--- src/hdl/hptc_pkg.sv ---
// ----------------------------------------------------------------------------
// hptc_pkg
// Shared widths, codes, reset values and stage records of the heading PID
// turn controller.
// ----------------------------------------------------------------------------
package hptc_pkg;

    localparam int ANGLE_W = 13;
    localparam int GAIN_W  = 28;
    localparam int TIME_W  = 16;
    localparam int STEP_W  = 8;
    localparam int INTEG_W = 32;
    localparam int POWER_W = 12;
    localparam int PHASE_W = 2;
    localparam int CIDX_W  = 3;

    localparam int PROD_P_W = ANGLE_W + GAIN_W;        // err * gain_p
    localparam int PROD_I_W = INTEG_W + GAIN_W;        // integral * gain_i
    localparam int PROD_D_W = ANGLE_W + 1 + GAIN_W;    // deriv * gain_d, signed
    localparam int SUM_W    = PROD_I_W + 2;
    localparam int FRAC_W   = 24;
    localparam int QUOT_W   = SUM_W - FRAC_W;

    localparam logic [ANGLE_W-1:0] ANGLE_FULL = 13'd5760;
    localparam logic [ANGLE_W-1:0] ANGLE_MAX  = 13'd5759;

    localparam logic signed [QUOT_W-1:0]  POWER_POS = QUOT_W'(1600);
    localparam logic signed [QUOT_W-1:0]  POWER_NEG = -QUOT_W'(1600);
    localparam logic signed [SUM_W-1:0]   ROUND_BIAS = SUM_W'(1) << (FRAC_W - 1);

    // input command codes
    localparam logic CMD_START  = 1'b0;
    localparam logic CMD_SAMPLE = 1'b1;

    // turn phase / status codes
    localparam logic [PHASE_W-1:0] PH_IDLE    = 2'd0;
    localparam logic [PHASE_W-1:0] PH_TURNING = 2'd1;
    localparam logic [PHASE_W-1:0] PH_REACHED = 2'd2;
    localparam logic [PHASE_W-1:0] PH_TIMEOUT = 2'd3;

    // register indexes
    localparam logic [CIDX_W-1:0] REG_TARGET  = 3'd0;
    localparam logic [CIDX_W-1:0] REG_GAIN_P  = 3'd1;
    localparam logic [CIDX_W-1:0] REG_GAIN_I  = 3'd2;
    localparam logic [CIDX_W-1:0] REG_GAIN_D  = 3'd3;
    localparam logic [CIDX_W-1:0] REG_TOL     = 3'd4;
    localparam logic [CIDX_W-1:0] REG_TIMEOUT = 3'd5;

    localparam logic [ANGLE_W-1:0] RST_TARGET  = 13'd0;
    localparam logic [GAIN_W-1:0]  RST_GAIN_P  = 28'd6710886;
    localparam logic [GAIN_W-1:0]  RST_GAIN_I  = 28'd168;
    localparam logic [GAIN_W-1:0]  RST_GAIN_D  = 28'd10066330;
    localparam logic [ANGLE_W-1:0] RST_TOL     = 13'd32;
    localparam logic [TIME_W-1:0]  RST_TIMEOUT = 16'd2000;

    typedef struct packed {
        logic [ANGLE_W-1:0] target;
        logic [GAIN_W-1:0]  gain_p;
        logic [GAIN_W-1:0]  gain_i;
        logic [GAIN_W-1:0]  gain_d;
        logic [ANGLE_W-1:0] tolerance;
        logic [TIME_W-1:0]  timeout;
    } t_cfg;

    // error stage -> multiply stage
    typedef struct packed {
        logic [ANGLE_W-1:0]        err;
        logic signed [ANGLE_W:0]   deriv;
        logic [INTEG_W-1:0]        integ;
        logic                      cw;
        logic                      drive;
        logic [PHASE_W-1:0]        status;
    } t_trk;

    // multiply stage -> sum stage
    typedef struct packed {
        logic [PROD_P_W-1:0]        prod_p;
        logic [PROD_I_W-1:0]        prod_i;
        logic signed [PROD_D_W-1:0] prod_d;
        logic                       cw;
        logic                       drive;
        logic [PHASE_W-1:0]         status;
    } t_prd;

endpackage

--- src/hdl/hptc_track.sv ---
// ----------------------------------------------------------------------------
// hptc_track
// Input register, turn state and error stage: wrapped error, direction,
// stop checks, integral and derivative terms.
// ----------------------------------------------------------------------------
module hptc_track (
    input  logic                            i_clk,
    input  logic                            i_rst_n,
    input  hptc_pkg::t_cfg                  i_cfg,
    input  logic                            i_valid,
    output logic                            o_ready,
    input  logic                            i_cmd,
    input  logic [hptc_pkg::ANGLE_W-1:0]    i_head,
    input  logic [hptc_pkg::STEP_W-1:0]     i_step,
    output logic                            o_valid,
    input  logic                            i_ready,
    output hptc_pkg::t_trk                  o_trk
);

    // input register
    logic                           r_a_vld;
    logic                           r_a_cmd;
    logic [hptc_pkg::ANGLE_W-1:0]   r_a_head;
    logic [hptc_pkg::STEP_W-1:0]    r_a_step;

    // turn state
    logic [hptc_pkg::INTEG_W-1:0]   r_integ, n_integ;
    logic [hptc_pkg::ANGLE_W-1:0]   r_prev, n_prev;
    logic [hptc_pkg::TIME_W-1:0]    r_elapsed, n_elapsed;
    logic [hptc_pkg::PHASE_W-1:0]   r_phase, n_phase;

    // stage register
    logic                           r_b_vld;
    hptc_pkg::t_trk                 r_b, n_b;

    logic                           a_ready, b_ready;
    logic [hptc_pkg::ANGLE_W-1:0]   head, tgt, diff, err_cw, err_ccw, err;
    logic [hptc_pkg::TIME_W:0]      elap_sum;
    logic [hptc_pkg::TIME_W-1:0]    elap_sat;
    logic [hptc_pkg::INTEG_W:0]     integ_sum;
    logic [hptc_pkg::INTEG_W-1:0]   integ_upd;
    logic                           cw, reached, timed_out;

    assign b_ready = !r_b_vld || i_ready;
    assign a_ready = !r_a_vld || b_ready;
    assign o_ready = a_ready;

    always_comb begin
        head = (r_a_head >= hptc_pkg::ANGLE_FULL) ? hptc_pkg::ANGLE_MAX : r_a_head;
        tgt  = (i_cfg.target >= hptc_pkg::ANGLE_FULL) ? hptc_pkg::ANGLE_MAX : i_cfg.target;

        diff    = (tgt >= head) ? tgt - head : head - tgt;
        reached = diff <= i_cfg.tolerance;

        elap_sum  = {1'b0, r_elapsed} + (hptc_pkg::TIME_W+1)'(r_a_step);
        elap_sat  = elap_sum[hptc_pkg::TIME_W] ? '1 : elap_sum[hptc_pkg::TIME_W-1:0];
        timed_out = elap_sat >= i_cfg.timeout;

        // going the long way round wraps through zero
        err_cw  = (tgt >= head) ? tgt - head : hptc_pkg::ANGLE_FULL - (head - tgt);
        err_ccw = (tgt > head) ? hptc_pkg::ANGLE_FULL - (tgt - head) : head - tgt;
        cw      = err_cw < err_ccw;
        err     = cw ? err_cw : err_ccw;

        integ_sum = {1'b0, r_integ} + (hptc_pkg::INTEG_W+1)'(err);
        integ_upd = integ_sum[hptc_pkg::INTEG_W] ? '1 : integ_sum[hptc_pkg::INTEG_W-1:0];
        if (err == '0 || err > tgt) begin
            integ_upd = '0;
        end

        n_integ   = r_integ;
        n_prev    = r_prev;
        n_elapsed = r_elapsed;
        n_phase   = r_phase;

        n_b.err    = err;
        n_b.deriv  = $signed({1'b0, err}) - $signed({1'b0, r_prev});
        n_b.integ  = integ_upd;
        n_b.cw     = cw;
        n_b.drive  = 1'b0;
        n_b.status = r_phase;

        if (r_a_cmd == hptc_pkg::CMD_START) begin
            n_integ    = '0;
            n_prev     = '0;
            n_elapsed  = '0;
            n_phase    = hptc_pkg::PH_TURNING;
            n_b.status = hptc_pkg::PH_TURNING;
        end else if (r_phase == hptc_pkg::PH_TURNING) begin
            n_elapsed = elap_sat;
            if (reached) begin
                n_phase    = hptc_pkg::PH_REACHED;
                n_b.status = hptc_pkg::PH_REACHED;
            end else if (timed_out) begin
                n_phase    = hptc_pkg::PH_TIMEOUT;
                n_b.status = hptc_pkg::PH_TIMEOUT;
            end else begin
                n_integ   = integ_upd;
                n_prev    = err;
                n_b.drive = 1'b1;
            end
        end
    end

    always_ff @(posedge i_clk) begin
        if (!i_rst_n) begin
            r_a_vld   <= 1'b0;
            r_b_vld   <= 1'b0;
            r_integ   <= '0;
            r_prev    <= '0;
            r_elapsed <= '0;
            r_phase   <= hptc_pkg::PH_IDLE;
        end else begin
            if (a_ready) begin
                r_a_vld <= i_valid;
            end
            if (b_ready) begin
                r_b_vld <= r_a_vld;
            end
            if (r_a_vld && b_ready) begin
                r_integ   <= n_integ;
                r_prev    <= n_prev;
                r_elapsed <= n_elapsed;
                r_phase   <= n_phase;
            end
        end
    end

    always_ff @(posedge i_clk) begin
        if (a_ready) begin
            r_a_cmd  <= i_cmd;
            r_a_head <= i_head;
            r_a_step <= i_step;
        end
        if (b_ready) begin
            r_b <= n_b;
        end
    end

    assign o_valid = r_b_vld;
    assign o_trk   = r_b;

endmodule

--- config.mk ---
export PLATFORM = sky130hd
export DESIGN_NAME = hptc_track
export DESIGN_NICKNAME = d
export VERILOG_FILES = /design/src/hdl/hptc_pkg.sv /design/src/hdl/hptc_track.sv
export SDC_FILE = /design/constraint.sdc
export NUM_CORES = 1
export LEC_CHECK = 0
export ABC_AREA = 1
export BUFFER_PORTS_ARGS = -buffer_cell sky130_fd_sc_hd__buf_2
export CAP_MARGIN = 25
export CORE_UTILIZATION = 40
export CTS_BUF_LIST = sky130_fd_sc_hd__clkbuf_8
export CTS_CLUSTER_DIAMETER = 40
export DETAILED_ROUTE_END_ITERATION = 10
export PLACE_DENSITY_LB_ADDON = 0.2
export SLEW_MARGIN = 20
export SYNTH_ARGS = -nofsm -noshare
export SYNTH_HDL_FRONTEND = slang
export SYNTH_SLANG_ARGS = --single-unit
--- constraint.sdc ---
create_clock -name i_clk -period 18.1 [get_ports i_clk]
set_input_delay 1.81 -clock i_clk [delete_from_list [all_inputs] [get_ports i_clk]]
set_output_delay 1.81 -clock i_clk [all_outputs]
set_load 0.005 [all_outputs]
# Word level (Yosys, flattened, before mapping)
# Cells that the tools add are included.
[classes] n_reduce_logical=10 n_bitwise=2 n_eq_ne=4 muxes=25 order_cmp=8 addsub=7
[ops] cell="2-to-1 mux 32 bit" count=6
[ops] cell="2-to-1 mux 13 bit" count=10
[ops] cell="2-to-1 mux 16 bit" count=3
[ops] cell="adder 32 x 13 -> 33 bit" count=1
[ops] cell=">= comparator 13 bit, second input constant" count=2
[ops] cell="> comparator 13 bit" count=2
[ops] cell="subtractor 13 bit" count=2
[ops] cell="subtractor 13 bit, first input constant" count=2
[ops] cell="adder 16 x 8 -> 17 bit" count=1
[ops] cell=">= comparator 16 bit" count=1
[ops] cell="subtractor 13 x 13 -> 14 bit" count=1
[ops] cell=">= comparator 13 bit" count=1
[ops] cell="<= comparator 13 bit" count=1
[ops] cell="zero test 13 bit" count=1
[ops] cell="< comparator 13 bit" count=1
[ops] cell="2-to-1 mux 2 bit" count=5
[ops] cell="inequality test 2 bit, second input constant" count=2
[ops] cell="AND reduction 4 bit" count=1
[ops] cell="logical OR 1 bit" count=3
[ops] cell="OR reduction 3 bit" count=1
[ops] cell="equality test 2 x 1 -> 1 bit, second input constant" count=1
[ops] cell="zero test 1 bit" count=2
[ops] cell="inequality test 2 x 1 -> 1 bit, second input constant" count=1
[ops] cell="NOT 1 bit" count=2
[ops] cell="3 further kinds" count=3
[word_totals] reg_bits=150 wordCells=71 output_inout_bits=65 inputBits=152

# Longest topological paths before layout
# Gate-level depths: netlist (run 1).
[logic_depth] word_depth=14 mapped_depth=54 ltp_nobuf=51

# Least setup slack after synthesis (run 1)
# OpenSTA, ideal clock, no wires.
[synth_path] kind="input to register" from="input i_cfg[121] (netlist bit)" to="register r_b (netlist bit o_trk[10]) (data pin)" arrival_time_ns=7.879 stages=48 setup_time_ns=0.277 path_buffers=4 required_ns=17.823 path_slack_ns=9.944 cell_sequence="inv_1 nand2_1 nand3_2 nand2_2 clkbuf_1 nor2_1 inv_1 ha_1 nand2_1 nor2_1 nor2_1 inv_1 nand4_4 nand2_4 nand2_1 nand2_1 xor2_1 nor2_1 (+12 left out) nand2_1 nand2_1 inv_1 ha_1 nand2_1 nor2_1 a211oi_1 o21ai_0 a21oi_1 inv_1 a21oi_1 o21ai_0 inv_1 nor2_1 nand4_1 buf_2 clkbuf_1 a21oi_2"
[synth_between] elab_chain_cells=10 word_cells_on_any_way=18 classes_between="add/sub (5); order compare (5); mux (6); reduce/logical (2)"
[synth_rtl] item="start: declaration" line_no="hptc_track.sv:9" rtl="input hptc_pkg::t_cfg i_cfg,"
[synth_rtl] item=">= comparator 13 bit" line_no="hptc_track.sv:50" rtl="tgt = (i_cfg.target >= hptc_pkg::ANGLE_FULL) ? hptc_pkg::ANGLE_MAX : i_cfg.target;"
[synth_rtl] item="2-to-1 mux 13 bit (*)" line_no="hptc_track.sv:50"
[synth_rtl] item="subtractor 13 bit" line_no="hptc_track.sv:60, hptc_track.sv:61"
[synth_rtl] item="subtractor 13 bit, on equally long branches" line_no="hptc_track.sv:60, hptc_track.sv:61"
[synth_rtl] item="2-to-1 mux 13 bit, on equally long branches" line_no="hptc_track.sv:60, hptc_track.sv:61"
[synth_rtl] item="< comparator 13 bit (*)" line_no="hptc_track.sv:62" rtl="cw = err_cw < err_ccw;"
[synth_rtl] item="net cw" line_no="hptc_track.sv:42" rtl="logic cw, reached, timed_out;"
[synth_rtl] item="2-to-1 mux 13 bit (*)" line_no="hptc_track.sv:63" rtl="err = cw ? err_cw : err_ccw;"
[synth_rtl] item="net err (one bit)" line_no="hptc_track.sv:37" rtl="logic [hptc_pkg::ANGLE_W-1:0] head, tgt, diff, err_cw, err_ccw, err;"
[synth_rtl] item="adder 32 x 13 -> 33 bit (tied with other cells)" line_no="hptc_track.sv:65" rtl="integ_sum = {1'b0, r_integ} + (hptc_pkg::INTEG_W+1)'(err);"
[synth_rtl] item="2-to-1 mux 32 bit or logical OR 1 bit (tied branches)" line_no="hptc_track.sv:66, hptc_track.sv:67"
[synth_rtl] item="2-to-1 mux 32 bit (*)" line_no="hptc_track.sv:67" rtl="if (err == '0 || err > tgt) begin"
[synth_rtl] item="net integ_upd (one bit)" line_no="hptc_track.sv:41" rtl="logic [hptc_pkg::INTEG_W-1:0] integ_upd;"
[synth_rtl] item="end signal: assignment" line_no="hptc_track.sv:136" rtl="r_b <= n_b;"
[synth_rtl] item="end: declaration" line_no="hptc_track.sv:34" rtl="hptc_pkg::t_trk r_b, n_b;"
# Mark *: on every way through the listed nets, which the timed path passes. The rest lies on a longest branch.
# A chain may end at the register's enable or synchronous reset.

# Worst setup path after layout (run 1)
[layout_path] from="input i_cfg[121] (netlist bit)" to="register r_integ[21] (netlist bit)"
[layout_between] elab_chain_cells=14 word_cells_on_any_way=26 classes_between="add/sub (5); order compare (6); eq/ne (1); mux (11); reduce/logical (3)"
[layout_rtl] item=">= comparator 13 bit" line_no="hptc_track.sv:50"
[layout_rtl] item="2-to-1 mux 13 bit (*)" line_no="hptc_track.sv:50"
[layout_rtl] item="subtractor 13 bit" line_no="hptc_track.sv:60, hptc_track.sv:61"
[layout_rtl] item="subtractor 13 bit, on equally long branches" line_no="hptc_track.sv:60, hptc_track.sv:61"
[layout_rtl] item="2-to-1 mux 13 bit, on equally long branches" line_no="hptc_track.sv:60, hptc_track.sv:61"
[layout_rtl] item="< comparator 13 bit" line_no="hptc_track.sv:62"
[layout_rtl] item="2-to-1 mux 13 bit (*)" line_no="hptc_track.sv:63"
[layout_rtl] item="net err (one bit)" line_no="hptc_track.sv:37"
[layout_rtl] item="adder 32 x 13 -> 33 bit (tied with other cells)" line_no="hptc_track.sv:65"
[layout_rtl] item="2-to-1 mux 32 bit or logical OR 1 bit (tied branches)" line_no="hptc_track.sv:66, hptc_track.sv:67"
[layout_rtl] item="2-to-1 mux 32 bit (*)" line_no="hptc_track.sv:67"
[layout_rtl] item="2-to-1 mux 32 bit (*)" line_no="hptc_track.sv:94" rtl="end else if (timed_out) begin"
[layout_rtl] item="2-to-1 mux 32 bit (*)" line_no="hptc_track.sv:91" rtl="if (reached) begin"
[layout_rtl] item="2-to-1 mux 32 bit (*)" line_no="hptc_track.sv:89" rtl="end else if (r_phase == hptc_pkg::PH_TURNING) begin"
[layout_rtl] item="2-to-1 mux 32 bit (*)" line_no="hptc_track.sv:83" rtl="if (r_a_cmd == hptc_pkg::CMD_START) begin"
[layout_rtl] item="end signal: assignment" line_no="hptc_track.sv:121" rtl="r_integ <= n_integ;"
[layout_rtl] item="end: declaration" line_no="hptc_track.sv:27" rtl="logic [hptc_pkg::INTEG_W-1:0] r_integ, n_integ;"
# Mark *: on every way through the listed nets, which the timed path passes. The rest lies on a longest branch. The select of a mux whose other input is x is not followed.

==> impl_metrics.json, run 1 <==
{
  "nets": 1975,
  "critPathLaunchType": "input pin",
  "finalHoldViolations": 0,
  "max_freq_mhz": 95.5,
  "antenna_cells": 0,
  "cp-end-kind": "flop",
  "num_vias": 10700,
  "core_region_area_um2": 28900,
  "fillers": 2971,
  "grt_pass1_vias": 9791,
  "place_congestion": 0.878,
  "synth_nets": 1862,
  "numClockSinks": 150,
  "final.setup.tns_ns": 0,
  "p_per_area_nw_per_um2": 140,
  "synth.most_common_cell": "nand2_1",
  "cts_tree": "yes",
  "cts_htree_levels": 4,
  "layout-drive-gt1-share": 0.160,
  "wl_per_cell_um": 14.8,
  "grt.overflow.total": 0,
  "synth-seq-cells": 150,
  "syn_area_um2": 11800,
  "drv_cap": 0,
  "synth_top_area_frac": 0.216,
  "fin_crit_ns": 10.47,
  "worstPathMaxFanout": 39,
  "worstPathRequired_ns": 18.47,
  "dieHeight_um": 174,
  "grt_max_degree": 66,
  "peakVddDrop_mv": 0.0981,
  "status": "finished, final reports clean",
  "io_buffers": 132,
  "drtIter0Drc": 895,
  "dp_hpwl_um": 23600,
  "avgViaCountPerCell": 5.08,
  "worstMarginPinSlew_ns": 0.842,
  "synthCells": 1592,
  "cts_resized": 0,
  "avgSynthCellArea_um2": 7.44,
  "pin_count": 217,
  "rsz0062_at_grt": "false",
  "cpMaxStageDelayCell": "inv_1",
  "timing.final.crit_share": 0.579,
  "antenna_left": 0,
  "dieArea_um2": 30300,
  "clkLatencyLatePin_ns": 0.45,
  "drt_wl_total_um": 31100,
  "synth_ff_type": "edfxtp_1",
  "antenna_found_initial": 0,
  "seq_area_frac_synth": 0.325,
  "drc_errors": 0,
  "leakagePower_nw": 6.34,
  "maxSlewViolCount": 0,
  "hold_buffers": 0,
  "fin_skew_ns": 0.0204,
  "synth_area_leader_cell": "edfxtp_1",
  "hp-class": "reg -> reg",
  "die_width_um": 174,
  "max-slew-margin-rel": 0.439,
  "hold_ws_ns": 0.465,
  "num_rows": 62,
  "grt_pass1_wl_um": 50400,
  "track_usage": 0.208,
  "worstSetupPathType": "in -> reg",
  "yosysWarnings": 0,
  "cts_setup_buffers": 0,
  "cpPeakStageDelay_ns": 0.61,
  "cp.arrival_ns": 10.85,
  "cts_buffers": 17,
  "async_flop_share": 0,
  "synthTopCellsByArea": "edfxtp_1, nand2_1, ha_1",
  "initial_core_util": 0.409,
  "area_delta_synth_final_pct": 11.5,
  "synth_cell_types": 53,
  "synthTopCellsByCount": "nand2_1, inv_1, a21oi_1",
  "clk_path_buf_depth": 2,
  "cts.clk_slew.worst_paths_ns": 0.10,
  "root_buffer": "clkbuf_8",
  "cp_common_cell": "nand2_1",
  "setup_violations": 0,
  "first_pass_iters": 6,
  "synth-edff-count": 85
}
path summary, 6_finish.rpt:
| path | slack [ns] | from | endpoint | cells past startpoint |
|---|---|---|---|---|
| max reg2reg | 8.79 | r_a_head[11]$_DFFE_PP_ | r_integ[21]$_SDFFE_PN0P_ | 44 |
| min | 0.47 | r_prev[1]$_SDFFE_PN0P_ | r_prev[1]$_SDFFE_PN0P_ | 2 |
| min reg2reg | 0.47 | r_prev[1]$_SDFFE_PN0P_ | r_prev[1]$_SDFFE_PN0P_ | 2 |
| max | 7.63 | i_cfg[121] | r_integ[21]$_SDFFE_PN0P_ | 47 |
state kept, by name, indices dropped and copies added (netlist names):
signal / count
r_a_head: 13
r_prev: 13
o_valid: 1
r_a_step: 8
r_phase: 2
r_a_vld: 1
r_elapsed: 16
o_trk: 63
r_a_cmd: 1
r_integ: 32
layout by cell type (no fill, tap or decap), drive strengths merged:
cell      count
nand2       417
inv         268
a21oi       154
buf         142
ha          113
nor2        110
nand3        96
edfxtp       85
dfxtp        65
o21ai        59
nand4        56
xor2         35
clkbuf       17
nor3         17
xnor2        14
o21bai       11
a211oi        8
o21a          6
fa            5
a31oi         5
and2          4
nor4          4
a21boi        3
o211ai        3
a21o          3
nand3b        3
clkinv        3
and3          2
o31ai         2
bufinv        2
clkinvlp      2
nor4b         1
a2111oi       1
or2           1
a221oi        1
area by class of cell:
type / instances / area, µm² / share of cell area
tap: 384 / 480 / 0.0364
timing repair buffer: 142 / 739 / 0.0560
inverter: 260 / 976 / 0.0739
sequential: 150 / 3850 / 0.292
clock buffer: 17 / 234 / 0.0177
clock inverter: 15 / 183 / 0.0138
multi-input combinational: 1134 / 6740 / 0.511
critical path, delay by kind of cell:
family,cells,cell delay [ns]
AO/OA/AOI/OAI,7,1.39
XOR/XNOR,1,0.35
adder cells (fa/ha/maj),3,1.11
buffers and inverters,9,1.96
AND/OR/NAND/NOR,27,4.19
cells by family after synthesis:
kind of cell | after synthesis | share of synthesized area
and+or+nand+nor | 711 | 0.276
DFF | 150 | 0.325
buffers and inverters | 308 | 0.106
xor gates and xnor gates | 49 | 0.0369
adders and majority gates | 118 | 0.128
AOI/OAI and AO/OA | 256 | 0.129
layer usage:
metal	part of all wire	track usage	vias up
li1	-	-	5453
met1	0.51	0.311	4915
met2	0.43	0.318	284
met3	0.048	0.0245	22
met4	0.0098	0.0435	0
met5	0	0	-
per-stage QoR:
stage / worst slack [ns] / total power [W] / utilization / instances / area (µm²)
final: 7.63 / 0.00185 / 0.457 / 2102 / 13200
after global routing: 6.82 / 0.00202 / 0.457 / 2102 / 13200
after CTS: 7.14 / 0.00187 / 0.456 / 2101 / 13200
after detailed placement: 6.70 / 0.00158 / 0.442 / 2069 / 12800
after global placement: 6.92 / 0.00156 / 0.442 / 2069 / 12800
after floorplan: 9.94 / 0.00128 / - / 1592 / 11800
power breakdown:
part	internal [W]	switching, W	leakage (nW)
sequential	0.000460	0.0000174	1.45
combinational	0.000353	0.000742	4.68
clock	0.000129	0.000150	0.207
(Power assumes the default switching activity.)
==> run 2, diff against run 1 <==
==> constraint.sdc (replaced) <==
create_clock -name i_clk -period 10.3 [get_ports i_clk]
set_input_delay 1.03 -clock i_clk [delete_from_list [all_inputs] [get_ports i_clk]]
set_output_delay 1.03 -clock i_clk [all_outputs]
set_load 0.005 [all_outputs]
==> run 2 against run 1 <==
  * Non-clock buffer count up 2
  * Critical path depth up 2
  * Register-to-register slack worse by 6.6 ns
  * Global-route usage up 0.089 points
  * First-iteration DRC count down 20%
  * Utilization about the same
  * Largest cell class unchanged
  * Via count down 1.1%
  * Flip-flop and latch count unchanged
  * Final area about the same
  * Combinational power up 77%
  * Worst hold slack worse by 0.0010 ns
  * Final cell count about the same
==> impl_metrics.json, run 2 (synthesis results as in run 1) <==
{
  "initial_core_util": 0.409,
  "grt_max_degree": 66,
  "final.setup.tns_ns": 0,
  "rrSetupSlack_ns": 2.16,
  "setup_violations": 0,
  "finalNonFillerCells": 2104,
  "worstPathMaxFanout": 13,
  "finalHoldViolations": 0,
  "track_usage": 0.208,
  "max-slew-margin-rel": 0.436,
  "num_vias": 10600,
  "clk_path_buf_depth": 2,
  "final_cell_mix": "nand2_1, inv_1, buf_2, a21oi_1, ha_1",
  "cp_common_cell": "nand2_1",
  "dp_hpwl_um": 23700,
  "max_freq_mhz": 118,
  "die_width_um": 174,
  "cts_htree_levels": 4,
  "drtIter0Drc": 720,
  "dp.cells": 2072,
  "drc_errors": 0,
  "hp-class": "reg -> reg",
  "rsz0062_at_grt": "false",
  "num_rows": 62,
  "grt.overflow.total": 0,
  "hold_depth": 2,
  "largest_reg_flops": 63,
  "wl_per_cell_um": 14.6,
  "drv_cap": 0,
  "cts_buffers": 17,
  "antenna_left": 0,
  "first_pass_iters": 5,
  "layout-drive-gt1-share": 0.160,
  "dieArea_um2": 30300,
  "leakagePower_nw": 6.34,
  "mostFrequentLayoutCell": "nand2_1",
  "cpPeakStageDelay_ns": 0.45,
  "cts_resized": 0,
  "avgViaCountPerCell": 5.02,
  "cts_tree": "yes",
  "clkLatencyLatePin_ns": 0.45,
  "place_congestion": 0.878,
  "cp-end-kind": "flop",
  "r2r-start": "r_a_head[11]$_DFFE_PP_",
  "p_per_area_nw_per_um2": 245,
  "worstHoldEndpoint": "r_prev[10]$_SDFFE_PN0P_",
  "cp.arrival_ns": 8.83,
  "drt_wl_total_um": 30700,
  "root_buffer": "clkbuf_8",
  "worstMarginPinSlew_ns": 0.845,
  "cts_setup_buffers": 0,
  "critPathLaunchType": "input pin",
  "worstPathRequired_ns": 10.67,
  "dp_slack_ns": 1.42,
  "timing.final.crit_share": 0.822,
  "cpMaxStageDelayCell": "fa_1",
  "fillers": 2949,
  "fin_crit_ns": 8.46,
  "nets": 1977,
  "status": "finished, final reports clean",
  "maxSlewViolCount": 0,
  "core_region_area_um2": 28900,
  "dieHeight_um": 174,
  "area_delta_synth_final_pct": 11.5,
  "setup.worst_path.start": "i_cfg[120]",
  "cts.clk_slew.worst_paths_ns": 0.08,
  "fin_ws_ns": 1.84,
  "worstSetupPathType": "in -> reg",
  "fin_skew_ns": 0.0160,
  "antenna_found_initial": 0,
  "hp-start": "r_prev[10]$_SDFFE_PN0P_",
  "r2r-end": "r_integ[28]$_SDFFE_PN0P_",
  "io_buffers": 132,
  "numClockSinks": 150,
  "peakVddDrop_mv": 0.280,
  "grt_pass1_wl_um": 50800,
  "pin_count": 217,
  "grt_pass1_vias": 10100,
  "reg2regPathDepth": 46,
  "antenna_cells": 0,
  "hold_buffers": 0
}
## run 2: cell count changes in the layout (fill, tap and decap cells not counted), sizes merged
cell	change
buf	+2
clkinvlp	+1
inv	-1
## run 2: power breakdown
group	internal [W]	switching (W)
sequential	0.000809	0.0000301
combinational	0.000632	0.00130
clock	0.000221	0.000246
total	0.00166	0.00158
## run 2: per-stage QoR
stage | area [µm²] | hold WS, ns | total power, W | util
after floorplan | 11800 | 0.441 | 0.00225 | -
after global placement | 12800 | 0.450 | 0.00275 | 0.443
after detailed placement | 12800 | 0.454 | 0.00278 | 0.443
after CTS | 13200 | 0.467 | 0.00326 | 0.456
after global routing | 13200 | 0.490 | 0.00353 | 0.456
final | 13200 | 0.464 | 0.00324 | 0.456
## run 2: routing by layer
layer | global-route usage | part of all wire | vias to the layer above
li1 | - | - | 5454
met1 | 0.299 | 0.52 | 4836
met2 | 0.329 | 0.43 | 250
met3 | 0.0363 | 0.044 | 16
met4 | 0.0376 | 0.0065 | 0
met5 | 0 | 0 | -
## run 2: worst max path at each step
| stage | endpoint | slack (ns) | depth (start not counted) |
|---|---|---|---|
| floorplan | o_trk[10]$_DFFE_PN_ | 2.92 | 48 |
| global placement | r_integ[28]$_SDFFE_PN0P_ | 1.51 | 49 |
| detailed placement | r_integ[29]$_SDFFE_PN0P_ | 1.42 | 49 |
| CTS | r_integ[28]$_SDFFE_PN0P_ | 1.88 | 49 |
| global route | r_integ[23]$_SDFFE_PN0P_ | 1.07 | 51 |
| finish | r_integ[28]$_SDFFE_PN0P_ | 1.84 | 49 |
## run 2: worst max-delay path: cells and delay by family
kind | cells | cell delay [ns]
fa+ha+maj | 3 | 1.10
simple gates | 29 | 3.85
buf+inv | 9 | 1.11
compound gates | 7 | 1.37
xor+xnor | 1 | 0.37
## run 2: area by class of cell
class                   instances  area (µm²)  share of cell area
multi-input cells            1134        6740               0.511
well taps                     384         480              0.0364
clock inverters                15         170              0.0129
flip-flops and latches        150        3850               0.292
inverters                     260         976              0.0739
clock buffers                  17         234              0.0177
repair buffers                144         751              0.0568
